--- config.mk ---
export PLATFORM = sky130hd
export DESIGN_NAME = paged_translation_lru_frames
export DESIGN_NICKNAME = d
export VERILOG_FILES = /design/src/rtl/ptl_pkg.sv /design/src/rtl/ptl_div.sv /design/src/rtl/ptl_page_table.sv /design/src/rtl/ptl_frames.sv /design/src/rtl/paged_translation_lru_frames.sv
export VERILOG_INCLUDE_DIRS = /design/src /design/src/rtl
export SDC_FILE = /design/constraint.sdc
export NUM_CORES = 1
export LEC_CHECK = 0
export ABC_AREA = 0
export ABC_CLOCK_PERIOD_IN_PS = 5000
export BUFFER_PORTS_ARGS = -buffer_cell sky130_fd_sc_hd__buf_2
export CORE_MARGIN = 3
export CORE_UTILIZATION = 45
export DETAILED_ROUTE_END_ITERATION = 8
export GPL_TIMING_DRIVEN = 0
export PLACE_DENSITY = 0.62
export SLEW_MARGIN = 20
export SYNTH_ARGS = -nofsm -noshare
export SYNTH_HDL_FRONTEND = slang
export SYNTH_SLANG_ARGS = --single-unit
export TNS_END_PERCENT = 20
--- constraint.sdc ---
create_clock -name clk -period 5 [get_ports clk]
set_clock_uncertainty 0.2 [all_clocks]
set_input_delay 0.75 -clock clk [delete_from_list [all_inputs] [get_ports clk]]
set_output_delay 0.75 -clock clk [all_outputs]
set_load 0.005 [all_outputs]
--- src/rtl/paged_translation_lru_frames_defines.svh ---
// Assertion macros for the paged translation block.
// Included by the top level; expects clk and rst_n in scope.
`ifndef PAGED_TRANSLATION_LRU_FRAMES_DEFINES_SVH
`define PAGED_TRANSLATION_LRU_FRAMES_DEFINES_SVH

// Same-cycle implication, muted during reset.
`define PTL_ASSERT_NOW(label, ante, cons, msg) \
    label: assert property (@(posedge clk) disable iff (!rst_n) (ante) |-> (cons)) \
        else $error(msg);

// Next-cycle implication, muted during reset.
`define PTL_ASSERT_NEXT(label, ante, cons, msg) \
    label: assert property (@(posedge clk) disable iff (!rst_n) (ante) |=> (cons)) \
        else $error(msg);

`endif

--- src/rtl/ptl_pkg.sv ---
// Shared constants, codes and control structs of the paged translation block.
// No dependencies; imported by every module of the block.
`default_nettype none

package ptl_pkg;

    localparam int NUM_PROCS       = 4;
    localparam int PAGES_PER_TABLE = 16;
    localparam int FRAME_COUNT     = 8;
    localparam int LINES_PER_PAGE  = 3;
    localparam int STAMP_BITS      = 32;

    localparam int CMD_W    = 2;
    localparam int PID_W    = 2;
    localparam int LINE_W   = 8;
    localparam int STATUS_W = 3;
    localparam int FRAME_W  = 3;
    localparam int ADDR_W   = 5;

    localparam int ENTRY_COUNT = NUM_PROCS * PAGES_PER_TABLE;
    localparam int IDX_W       = (ENTRY_COUNT > 1) ? $clog2(ENTRY_COUNT) : 1;
    localparam int REM_W       = (LINES_PER_PAGE > 1) ? $clog2(LINES_PER_PAGE) : 1;

    // reciprocal of the page length, exact for every LINE_W-bit line
    localparam int DIV_SHIFT  = LINE_W + REM_W;
    localparam int DIV_RECIP  = ((2 ** DIV_SHIFT) + LINES_PER_PAGE - 1) / LINES_PER_PAGE;
    localparam int DIV_PROD_W = LINE_W + DIV_SHIFT + 1;

    typedef enum logic [CMD_W-1:0] {
        CMD_ACCESS = 2'd0,
        CMD_FAULT  = 2'd1,
        CMD_CREATE = 2'd2,
        CMD_FREE   = 2'd3
    } cmd_t;

    typedef enum logic [STATUS_W-1:0] {
        ST_OK       = 3'd0,
        ST_FAULT    = 3'd1,
        ST_LOADED   = 3'd2,
        ST_EVICTED  = 3'd3,
        ST_NO_TABLE = 3'd4,
        ST_RANGE    = 3'd5,
        ST_EXISTS   = 3'd6
    } status_t;

    typedef enum logic [2:0] {
        S_IDLE,
        S_DIV,
        S_DECODE,
        S_LOOKUP,
        S_SCAN,
        S_COMMIT,
        S_FINISH
    } state_t;

    // page table requests
    typedef struct packed {
        logic               rd_en;
        logic [IDX_W-1:0]   rd_idx;
        logic               wr_en;
        logic [IDX_W-1:0]   wr_idx;
        logic [FRAME_W-1:0] wr_frame;
        logic               clr_en;
        logic [PID_W-1:0]   clr_pid;
        logic               inv_en;
        logic [IDX_W-1:0]   inv_idx;
    } pt_ctrl_t;

    // frame bookkeeping requests
    typedef struct packed {
        logic               stamp_en;
        logic               claim_en;
        logic [FRAME_W-1:0] frame;
        logic [IDX_W-1:0]   claim_idx;
        logic [PID_W-1:0]   claim_pid;
        logic               drop_en;
        logic [PID_W-1:0]   drop_pid;
        logic               scan_start;
    } fr_ctrl_t;

    // frame scan outcome
    typedef struct packed {
        logic               done;
        logic               has_free;
        logic [FRAME_W-1:0] free_frame;
        logic [FRAME_W-1:0] victim;
        logic               owner_valid;
        logic [IDX_W-1:0]   owner_idx;
    } fr_scan_t;

endpackage

`default_nettype wire

--- src/rtl/ptl_div.sv ---
// Split of a code line into page and offset by the constant page length,
// a reciprocal multiply with a registered result. Depends on ptl_pkg.
`default_nettype none

module ptl_div (
    input  wire logic                          clk,
    input  wire logic                          rst_n,
    input  wire logic                          start,
    input  wire logic [ptl_pkg::LINE_W-1:0]    dividend,
    output logic                               done,
    output logic      [ptl_pkg::LINE_W-1:0]    quotient,
    output logic      [ptl_pkg::REM_W-1:0]     remainder
);
    import ptl_pkg::*;

    logic                  done_reg;
    logic [LINE_W-1:0]     quo_reg;
    logic [REM_W-1:0]      rem_reg;

    logic [DIV_PROD_W-1:0] prod;
    logic [LINE_W-1:0]     quo_calc;
    logic [LINE_W-1:0]     back;
    logic [REM_W-1:0]      rem_calc;

    always_comb
    begin
        prod     = DIV_PROD_W'(dividend) * DIV_PROD_W'(DIV_RECIP);
        quo_calc = prod[DIV_SHIFT +: LINE_W];
        back     = LINE_W'(int'(quo_calc) * LINES_PER_PAGE);
        rem_calc = REM_W'(dividend - back);
    end

    always_ff @(posedge clk or negedge rst_n)
    begin
        if (!rst_n)
        begin
            done_reg <= 1'b0;
        end
        else
        begin
            done_reg <= start;
        end
    end

    always_ff @(posedge clk)
    begin
        if (start)
        begin
            quo_reg <= quo_calc;
            rem_reg <= rem_calc;
        end
    end

    assign done      = done_reg;
    assign quotient  = quo_reg;
    assign remainder = rem_reg;

endmodule

`default_nettype wire

--- src/rtl/ptl_page_table.sv ---
// Page table store: valid bits in flops, frame numbers in a registered-read memory.
// Depends on ptl_pkg.
`default_nettype none

module ptl_page_table (
    input  wire logic                          clk,
    input  wire logic                          rst_n,
    input  wire ptl_pkg::pt_ctrl_t             ctrl,
    output logic                               rd_valid,
    output logic      [ptl_pkg::FRAME_W-1:0]   rd_frame
);
    import ptl_pkg::*;

    logic                valid_reg [ENTRY_COUNT];
    logic                rd_valid_reg;
    logic [FRAME_W-1:0]  rd_frame_reg;
    logic [FRAME_W-1:0]  mem [ENTRY_COUNT];

    always_ff @(posedge clk or negedge rst_n)
    begin
        if (!rst_n)
        begin
            rd_valid_reg <= 1'b0;
            for (int e = 0; e < ENTRY_COUNT; e++)
            begin
                valid_reg[e] <= 1'b0;
            end
        end
        else
        begin
            if (ctrl.rd_en)
            begin
                rd_valid_reg <= valid_reg[ctrl.rd_idx];
            end
            // whole table of one process dropped at once
            for (int e = 0; e < ENTRY_COUNT; e++)
            begin
                if (ctrl.clr_en && ((e / PAGES_PER_TABLE) == int'(ctrl.clr_pid)))
                begin
                    valid_reg[e] <= 1'b0;
                end
            end
            if (ctrl.inv_en)
            begin
                valid_reg[ctrl.inv_idx] <= 1'b0;
            end
            if (ctrl.wr_en)
            begin
                valid_reg[ctrl.wr_idx] <= 1'b1;
            end
        end
    end

    always_ff @(posedge clk)
    begin
        if (ctrl.wr_en)
        begin
            mem[ctrl.wr_idx] <= ctrl.wr_frame;
        end
        if (ctrl.rd_en)
        begin
            rd_frame_reg <= mem[ctrl.rd_idx];
        end
    end

    assign rd_valid = rd_valid_reg;
    assign rd_frame = rd_frame_reg;

endmodule

`default_nettype wire

--- src/rtl/ptl_frames.sv ---
// Frame bookkeeping: free marks, LRU stamps, owner entries, and the frame scanner
// that walks one frame a cycle through a single stamp comparator. Depends on ptl_pkg.
`default_nettype none

module ptl_frames (
    input  wire logic              clk,
    input  wire logic              rst_n,
    input  wire ptl_pkg::fr_ctrl_t ctrl,
    output ptl_pkg::fr_scan_t      scan
);
    import ptl_pkg::*;

    logic                  free_reg      [FRAME_COUNT];
    logic [STAMP_BITS-1:0] stamp_reg     [FRAME_COUNT];
    logic                  owner_vld_reg [FRAME_COUNT];
    logic [IDX_W-1:0]      owner_idx_reg [FRAME_COUNT];
    logic [PID_W-1:0]      owner_pid_reg [FRAME_COUNT];
    logic [STAMP_BITS-1:0] counter_reg;

    logic                  scan_busy_reg;
    logic                  scan_done_reg;
    logic [FRAME_W-1:0]    scan_idx_reg;
    logic                  has_free_reg;
    logic [FRAME_W-1:0]    free_frame_reg;
    logic [FRAME_W-1:0]    best_reg;
    logic [STAMP_BITS-1:0] best_stamp_reg;

    logic                  cur_free;
    logic [STAMP_BITS-1:0] cur_stamp;
    logic                  older;
    logic                  last;

    always_comb
    begin
        cur_free  = free_reg[scan_idx_reg];
        cur_stamp = stamp_reg[scan_idx_reg];
        // strict compare keeps the lowest index on ties
        older     = (scan_idx_reg == '0) || (cur_stamp < best_stamp_reg);
        last      = scan_idx_reg == FRAME_W'(FRAME_COUNT - 1);
    end

    always_ff @(posedge clk or negedge rst_n)
    begin
        if (!rst_n)
        begin
            counter_reg   <= '0;
            scan_busy_reg <= 1'b0;
            scan_done_reg <= 1'b0;
            scan_idx_reg  <= '0;
            has_free_reg  <= 1'b0;
            for (int f = 0; f < FRAME_COUNT; f++)
            begin
                free_reg[f]      <= 1'b1;
                stamp_reg[f]     <= '0;
                owner_vld_reg[f] <= 1'b0;
            end
        end
        else
        begin
            if (ctrl.stamp_en)
            begin
                stamp_reg[ctrl.frame] <= counter_reg;
                counter_reg           <= counter_reg + 1'b1;
            end
            for (int f = 0; f < FRAME_COUNT; f++)
            begin
                if (ctrl.drop_en && (owner_pid_reg[f] == ctrl.drop_pid))
                begin
                    owner_vld_reg[f] <= 1'b0;
                end
            end
            if (ctrl.claim_en)
            begin
                free_reg[ctrl.frame]      <= 1'b0;
                owner_vld_reg[ctrl.frame] <= 1'b1;
            end

            if (ctrl.scan_start)
            begin
                scan_busy_reg <= 1'b1;
                scan_done_reg <= 1'b0;
                scan_idx_reg  <= '0;
                has_free_reg  <= 1'b0;
            end
            else if (scan_busy_reg)
            begin
                if (cur_free && !has_free_reg)
                begin
                    has_free_reg <= 1'b1;
                end
                if (last)
                begin
                    scan_busy_reg <= 1'b0;
                    scan_done_reg <= 1'b1;
                end
                else
                begin
                    scan_idx_reg <= scan_idx_reg + 1'b1;
                end
            end
            else
            begin
                scan_done_reg <= 1'b0;
            end
        end
    end

    always_ff @(posedge clk)
    begin
        if (ctrl.claim_en)
        begin
            owner_idx_reg[ctrl.frame] <= ctrl.claim_idx;
            owner_pid_reg[ctrl.frame] <= ctrl.claim_pid;
        end
        if (scan_busy_reg && !ctrl.scan_start)
        begin
            if (older)
            begin
                best_reg       <= scan_idx_reg;
                best_stamp_reg <= cur_stamp;
            end
            if (cur_free && !has_free_reg)
            begin
                free_frame_reg <= scan_idx_reg;
            end
        end
    end

    always_comb
    begin
        scan.done        = scan_done_reg;
        scan.has_free    = has_free_reg;
        scan.free_frame  = free_frame_reg;
        scan.victim      = best_reg;
        scan.owner_valid = owner_vld_reg[best_reg];
        scan.owner_idx   = owner_idx_reg[best_reg];
    end

endmodule

`default_nettype wire

--- src/rtl/paged_translation_lru_frames.sv ---
// A word is split into page and offset by ptl_div, then decoded. Create, free and
// rejected words finish there; an access or a fault reads the page table, and a
// fault that finds its page unmapped walks the frames and loads one. A new word is
// taken only after the last result is registered, which waits while an older one
// is not taken. Reset empties all tables, frees all frames and zeroes the stamps.
`default_nettype none

module paged_translation_lru_frames (
    input  wire logic                            clk,
    input  wire logic                            rst_n,
    input  wire logic                            item_valid,
    output logic                                 item_ready,
    input  wire logic [ptl_pkg::CMD_W-1:0]       cmd,
    input  wire logic [ptl_pkg::PID_W-1:0]       pid,
    input  wire logic [ptl_pkg::LINE_W-1:0]      code_line,
    output logic                                 result_valid,
    input  wire logic                            result_ready,
    output logic      [ptl_pkg::STATUS_W-1:0]    status,
    output logic      [ptl_pkg::FRAME_W-1:0]     frame,
    output logic      [ptl_pkg::ADDR_W-1:0]      mem_address,
    output logic                                 victim_valid,
    output logic      [ptl_pkg::FRAME_W-1:0]     victim_frame
);
    import ptl_pkg::*;

`include "paged_translation_lru_frames_defines.svh"

    state_t  state_reg, state_next;
    cmd_t    cmd_reg;
    logic [PID_W-1:0] pid_reg;
    logic    present_reg [NUM_PROCS];

    logic                res_load;
    status_t             res_status_reg, res_status_next;
    logic [FRAME_W-1:0]  res_frame_reg, res_frame_next;
    logic [ADDR_W-1:0]   res_addr_reg, res_addr_next;
    logic                res_vvalid_reg, res_vvalid_next;
    logic [FRAME_W-1:0]  res_vframe_reg, res_vframe_next;

    logic                out_valid_reg;
    logic [STATUS_W-1:0] out_status_reg;
    logic [FRAME_W-1:0]  out_frame_reg;
    logic [ADDR_W-1:0]   out_addr_reg;
    logic                out_vvalid_reg;
    logic [FRAME_W-1:0]  out_vframe_reg;

    logic                accept;
    logic                out_load;
    logic                present_set;
    logic                present_clr;

    logic [LINE_W-1:0]   div_quo;
    logic [REM_W-1:0]    div_rem;
    logic                div_done;

    logic                pid_ok;
    logic                has_table;
    logic                page_ok;
    logic [IDX_W-1:0]    idx;
    logic [FRAME_W-1:0]  pick;

    pt_ctrl_t            pt_ctrl;
    logic                pt_rd_valid;
    logic [FRAME_W-1:0]  pt_rd_frame;
    fr_ctrl_t            fr_ctrl;
    fr_scan_t            fr_scan;

    function automatic logic [ADDR_W-1:0] line_addr(logic [FRAME_W-1:0] f,
                                                    logic [REM_W-1:0] off);
        line_addr = ADDR_W'(int'(f) * LINES_PER_PAGE + int'(off));
    endfunction

    ptl_div u_div (
        .clk       (clk),
        .rst_n     (rst_n),
        .start     (accept),
        .dividend  (code_line),
        .done      (div_done),
        .quotient  (div_quo),
        .remainder (div_rem)
    );

    ptl_page_table u_page_table (
        .clk      (clk),
        .rst_n    (rst_n),
        .ctrl     (pt_ctrl),
        .rd_valid (pt_rd_valid),
        .rd_frame (pt_rd_frame)
    );

    ptl_frames u_frames (
        .clk   (clk),
        .rst_n (rst_n),
        .ctrl  (fr_ctrl),
        .scan  (fr_scan)
    );

    always_comb
    begin
        item_ready = state_reg == S_IDLE;
        accept     = item_valid && item_ready;
        pid_ok     = int'(pid_reg) < NUM_PROCS;
        has_table  = pid_ok && present_reg[pid_reg];
        page_ok    = int'(div_quo) < PAGES_PER_TABLE;
        idx        = IDX_W'(int'(pid_reg) * PAGES_PER_TABLE + int'(div_quo));
        pick       = fr_scan.has_free ? fr_scan.free_frame : fr_scan.victim;
    end

    always_comb
    begin
        state_next      = state_reg;
        res_load        = 1'b0;
        res_status_next = ST_OK;
        res_frame_next  = '0;
        res_addr_next   = '0;
        res_vvalid_next = 1'b0;
        res_vframe_next = '0;
        present_set     = 1'b0;
        present_clr     = 1'b0;
        out_load        = 1'b0;
        pt_ctrl         = '0;
        fr_ctrl         = '0;
        pt_ctrl.rd_idx  = idx;
        pt_ctrl.wr_idx  = idx;
        pt_ctrl.clr_pid = pid_reg;
        fr_ctrl.claim_idx = idx;
        fr_ctrl.claim_pid = pid_reg;
        fr_ctrl.drop_pid  = pid_reg;

        case (state_reg)
            S_IDLE:
            begin
                if (accept)
                begin
                    state_next = S_DIV;
                end
            end
            S_DIV:
            begin
                if (div_done)
                begin
                    state_next = S_DECODE;
                end
            end
            S_DECODE:
            begin
                state_next = S_FINISH;
                res_load   = 1'b1;
                if (cmd_reg == CMD_CREATE)
                begin
                    if (!pid_ok)
                    begin
                        res_status_next = ST_NO_TABLE;
                    end
                    else if (present_reg[pid_reg])
                    begin
                        res_status_next = ST_EXISTS;
                    end
                    else
                    begin
                        present_set     = 1'b1;
                        pt_ctrl.clr_en  = 1'b1;
                        fr_ctrl.drop_en = 1'b1;
                    end
                end
                else if (!has_table)
                begin
                    res_status_next = ST_NO_TABLE;
                end
                else if (cmd_reg == CMD_FREE)
                begin
                    // frames stay occupied; only their back-pointers go
                    present_clr     = 1'b1;
                    pt_ctrl.clr_en  = 1'b1;
                    fr_ctrl.drop_en = 1'b1;
                end
                else if (!page_ok)
                begin
                    res_status_next = ST_RANGE;
                end
                else
                begin
                    res_load      = 1'b0;
                    pt_ctrl.rd_en = 1'b1;
                    state_next    = S_LOOKUP;
                end
            end
            S_LOOKUP:
            begin
                if (pt_rd_valid)
                begin
                    res_load        = 1'b1;
                    res_frame_next  = pt_rd_frame;
                    res_addr_next   = line_addr(pt_rd_frame, div_rem);
                    fr_ctrl.frame   = pt_rd_frame;
                    fr_ctrl.stamp_en = (cmd_reg == CMD_ACCESS) &&
                                       (int'(pt_rd_frame) < FRAME_COUNT);
                    state_next      = S_FINISH;
                end
                else if (cmd_reg == CMD_ACCESS)
                begin
                    res_load        = 1'b1;
                    res_status_next = ST_FAULT;
                    state_next      = S_FINISH;
                end
                else
                begin
                    fr_ctrl.scan_start = 1'b1;
                    state_next         = S_SCAN;
                end
            end
            S_SCAN:
            begin
                if (fr_scan.done)
                begin
                    state_next = S_COMMIT;
                end
            end
            S_COMMIT:
            begin
                res_load         = 1'b1;
                res_frame_next   = pick;
                res_addr_next    = line_addr(pick, div_rem);
                fr_ctrl.frame    = pick;
                fr_ctrl.stamp_en = 1'b1;
                fr_ctrl.claim_en = 1'b1;
                pt_ctrl.wr_en    = 1'b1;
                pt_ctrl.wr_frame = pick;
                if (fr_scan.has_free)
                begin
                    res_status_next = ST_LOADED;
                end
                else
                begin
                    res_status_next = ST_EVICTED;
                    res_vvalid_next = 1'b1;
                    res_vframe_next = pick;
                    // at most one entry maps a frame; kill it if still live
                    pt_ctrl.inv_en  = fr_scan.owner_valid;
                    pt_ctrl.inv_idx = fr_scan.owner_idx;
                end
                state_next = S_FINISH;
            end
            S_FINISH:
            begin
                if (!out_valid_reg || result_ready)
                begin
                    out_load   = 1'b1;
                    state_next = S_IDLE;
                end
            end
            default:
            begin
                state_next = S_IDLE;
            end
        endcase
    end

    always_ff @(posedge clk or negedge rst_n)
    begin
        if (!rst_n)
        begin
            state_reg     <= S_IDLE;
            out_valid_reg <= 1'b0;
            for (int p = 0; p < NUM_PROCS; p++)
            begin
                present_reg[p] <= 1'b0;
            end
        end
        else
        begin
            state_reg <= state_next;
            if (out_load)
            begin
                out_valid_reg <= 1'b1;
            end
            else if (result_ready)
            begin
                out_valid_reg <= 1'b0;
            end
            if (present_set)
            begin
                present_reg[pid_reg] <= 1'b1;
            end
            if (present_clr)
            begin
                present_reg[pid_reg] <= 1'b0;
            end
        end
    end

    always_ff @(posedge clk)
    begin
        if (accept)
        begin
            cmd_reg <= cmd_t'(cmd);
            pid_reg <= pid;
        end
        if (res_load)
        begin
            res_status_reg <= res_status_next;
            res_frame_reg  <= res_frame_next;
            res_addr_reg   <= res_addr_next;
            res_vvalid_reg <= res_vvalid_next;
            res_vframe_reg <= res_vframe_next;
        end
        if (out_load)
        begin
            out_status_reg <= res_status_reg;
            out_frame_reg  <= res_frame_reg;
            out_addr_reg   <= res_addr_reg;
            out_vvalid_reg <= res_vvalid_reg;
            out_vframe_reg <= res_vframe_reg;
        end
    end

    assign result_valid = out_valid_reg;
    assign status       = out_status_reg;
    assign frame        = out_frame_reg;
    assign mem_address  = out_addr_reg;
    assign victim_valid = out_vvalid_reg;
    assign victim_frame = out_vframe_reg;

    `PTL_ASSERT_NEXT(a_busy_after_accept, accept, !item_ready,
        "ready still high after a word was taken")
    `PTL_ASSERT_NOW(a_victim_only_on_evict, result_valid && victim_valid,
        status == ST_EVICTED, "victim reported without eviction status")
    `PTL_ASSERT_NOW(a_no_frame_on_reject,
        result_valid && (status == ST_FAULT || status == ST_NO_TABLE ||
        status == ST_RANGE || status == ST_EXISTS),
        frame == '0 && mem_address == '0, "frame given for a rejected word")
    `PTL_ASSERT_NOW(a_scan_done_in_scan, fr_scan.done, state_reg == S_SCAN,
        "frame scan finished outside the scan state")

endmodule

`default_nettype wire
==> qor.yml <==
vias: 19783
grt_use_met2_pct: 33.3
status: "completed"
drt_pass1_iterations: 5
grt_use_met1_pct: 31.5
diodes: 0
multi_input_area_sq_mm: 0.0123
pwr-share-clk_pct: 47.1
synthFlopType: "dfrtp_1"
cts_buffers: 78
cts_root_buffer: "clkbuf_16"
slew_violations: 0
drtIter0Drc: 1837
synthAdderAreaFrac_pct: 4.24
ys_ff_latch: 727
p_total_uw: 12500
syn-num-nets: 2356
rsz0062_at_grt: "false"
worst_path_max_delay_cell: "or4b_2"
worstSetupStartpoint: "u_frames.scan_idx_reg[0]"
ctsHtreeMaxLevel: 3
grt_max_degree: 86
p_leak_uw: 0.0153
synthCells: 2237
combPwrFrac_pct: 2.9
clk_path_buf_depth: 3
post-route-drc-count: 0
totalWireLength_mm: 83.3
dieArea_sq_mm: 0.0771
antenna_found_initial: 1
synthMuxAreaShare_pct: 19.5
drive_gt1_share_pct: 28.4
place_congestion: 0.910
grtUsageMet3_pct: 3.95
pwr-share-seq_pct: 50.0
nets: 2479
layout_setup_ws_ns: 0.192
p_per_area_mw_per_mm2: 332
grt_pass1_wl_mm: 128
seqCellArea_sq_mm: 0.0199
swShare_pct: 21.1
syn_area_sq_mm: 0.0332
synth_compound_area_share_pct: 6.13
yosys.area_share.simple_pct: 5.52
grt-busiest-layer: "met2"
synth_edf_count: 340
grt_pass1_vias: 20488
dp_slack_ns: -1.29
critPathCaptureType: "flop"
die_w_microns: 278
vias_per_cell: 5.86
path_cells: "buf_6 > buf_6 > mux4_2 > mux2_2 > ha_1 > nand4_1 > nor2_2 > nand3_1 > or4b_2 > o21ai_4 > o21ai_4 > buf_16 > buf_16"
layout_min_cycle_time_ns: 4.81
hold_slack_ns: 0.114
finalSetupViolations: 0
r2r_end: "u_frames.best_stamp_reg[9]"
syn2layout_area_growth_pct: 13.3
grt_usage_pct: 21.6
cts_setup_buffers: 0
clkLatencyLatePin_ns: 0.64
relSlewSlack_pct: 27.2
ys_types: 85
crit_type: "flop to flop"
worstPathArrival_ns: 4.97
synthArstFlopShare_pct: 52.8
clock.fmax_mhz: 208
synth_top_family_by_area: "multiplexers"
synth_xor_area_share_pct: 1.65
clk_pin_slew_ns: 0.06
fp-row-count: 98
start_kind: "flop"
avgSynthCellArea_sq_um: 14.8
critPathMaxStageDelay_ns: 0.76
setup_tns_ns: 0
hpwl_mm: 56.2
wire_per_inst_microns: 24.7
final_hold_viol_count: 0
internal-power_uw: 9840
ant_nets: 0
largest_register_ffs: 256
crit_path_end: "u_frames.best_stamp_reg[9]"
ir_worst_vdd_mv: 0.268
crit_family: "simple AND/OR/NAND/NOR gates"
numPortBuffers: 32
rr_worst_depth: 13
cp_num_buf_inv: 4
synth_seq_area_share_pct: 59.9
period_share_pct: 96.2
ios: 33
switchingPower_uw: 2640
core_sq_mm: 0.0722
fillers: 5899
tightestPinTransition_ns: 1.09
cp.depth: 13
yosysWarnings: 0
regToRegStartpoint: "u_frames.scan_idx_reg[0]"
worstPathRequired_ns: 5.16
clock_sinks: 727
tritoncts: "done"
die_h_microns: 278
initial_core_util_pct: 46.0
grt_overflow_total: 0
hold_class: "primary input to flop"
rrSetupSlack_ns: 0.19
cap_viol_max_count: 0
path_max_fanout: 17
==> power by group through the flow <==
| stage | registers [uW] | clock network [uW] | logic (uW) |
|---|---|---|---|
| 2_1_floorplan | 6360 | 0 | 230 |
| 3_3_place_gp | 6360 | 0 | 350 |
| 3_5_place_dp | 6360 | 0 | 369 |
| 4_1_cts | 6240 | 5990 | 374 |
| 5_1_grt | 6240 | 6260 | 422 |
| 6_report | 6240 | 5870 | 360 |
==> through the flow <==
step / cell area, sq um / util [%] / cells
4_1_cts: 37600 / 52.0 / 3375
6_report: 37600 / 52.1 / 3375
3_5_place_dp: 34900 / 48.3 / 3231
5_1_grt: 37600 / 52.1 / 3375
3_3_place_gp: 34500 / 47.8 / 3219
2_1_floorplan: 33200 / - / 2237
==> how the worst min path moves through the flow <==
stage | startpoint | end | slack [ns] | cells past startpoint
detailed placement | res_vvalid_reg | victim_valid | 0.21 | 0
finish | pid[0] | pid_reg[0] | 0.11 | 1
global placement | res_vvalid_reg | victim_valid | 0.20 | 0
CTS | pid[0] | pid_reg[0] | 0.08 | 1
floorplan | res_frame_reg[0] | frame[0] | 0.20 | 0
global route | pid[0] | pid_reg[0] | 0.09 | 1
==> routing by layer <==
layer  wire length, microns  share of wire, %
met4                   2250               2.7
met2                  37900                46
met5                     13             0.016
met1                  37800                45
met3                   5290               6.4
==> final cells by class <==
class | count | area share, %
timing repair buffer | 45 | 1.22
sequential | 727 | 52.9
multi-input combinational | 1295 | 32.8
inverter | 65 | 0.652
buffer | 148 | 2.22
clock buffer | 111 | 6.12
clock inverter | 34 | 0.915
tap | 950 | 3.16
==> Yosys cell counts, types with 8 or more instances <==
cell      instances  area share (%)
xor2_1            9            0.24
xnor2_1          51             1.3
inv_1            59            0.67
a21o_1           18            0.41
nor2_1          126             1.4
dfstp_2           8            0.63
buf_2            31            0.47
o211ai_1         58             1.3
mux2i_1          34             1.0
o21ai_0          53            0.80
ha_1             87             3.3
nor2b_1          17            0.32
mux4_2          107             7.3
dfrtp_1         376              28
nand4_1           9            0.17
mux2_1           49             1.7
fa_1             16            0.96
edfxtp_1        340              31
a221oi_1         17            0.45
nand3_1          47            0.71
nor3_1            9            0.14
o21ai_1          31            0.47
and3_1           15            0.28
a22oi_1          13            0.29
a21oi_1          44            0.66
buf_1            15            0.17
and2_1           11            0.21
mux2_4           30             1.4
nand2_1          72            0.81
mux2_2          241             8.2
o22ai_1          15            0.28
a22o_1            9            0.24
buf_4            31            0.70
clkbuf_1         66            0.75
a31o_1            9            0.24
==> cell usage in the layout, fill, tap and decap left out, types with 51 or more instances in the layout <==
cell / synthesis / final
mux2_2: 241 / 241
mux4_2: 107 / 107
xnor2_1: 51 / 51
edfxtp_1: 340 / 340
o211ai_1: 58 / 58
clkbuf_1: 66 / 70
nor2_1: 126 / 123
dfrtp_1: 376 / 374
o21ai_0: 53 / 53
nand2_1: 72 / 72
ha_1: 87 / 87
inv_1: 59 / 59
buf_2: 31 / 57
clkbuf_16: 0 / 82
==> cells by family after synthesis <==
kind of cell    Yosys count
buf+inv                 215
xor+xnor                 61
fa+ha+maj               103
simple gates            364
mux                     461
compound gates          306
flops                   727
==> what timing repair did <==
action | in CTS | in global routing
resized for setup | 36 | 2
hold buffers | 1 | 0
endpoints found under the setup margin | 38 | 16
hold endpoints to repair | 68 | 0
Note: power is estimated with default switching activity, not from simulation.
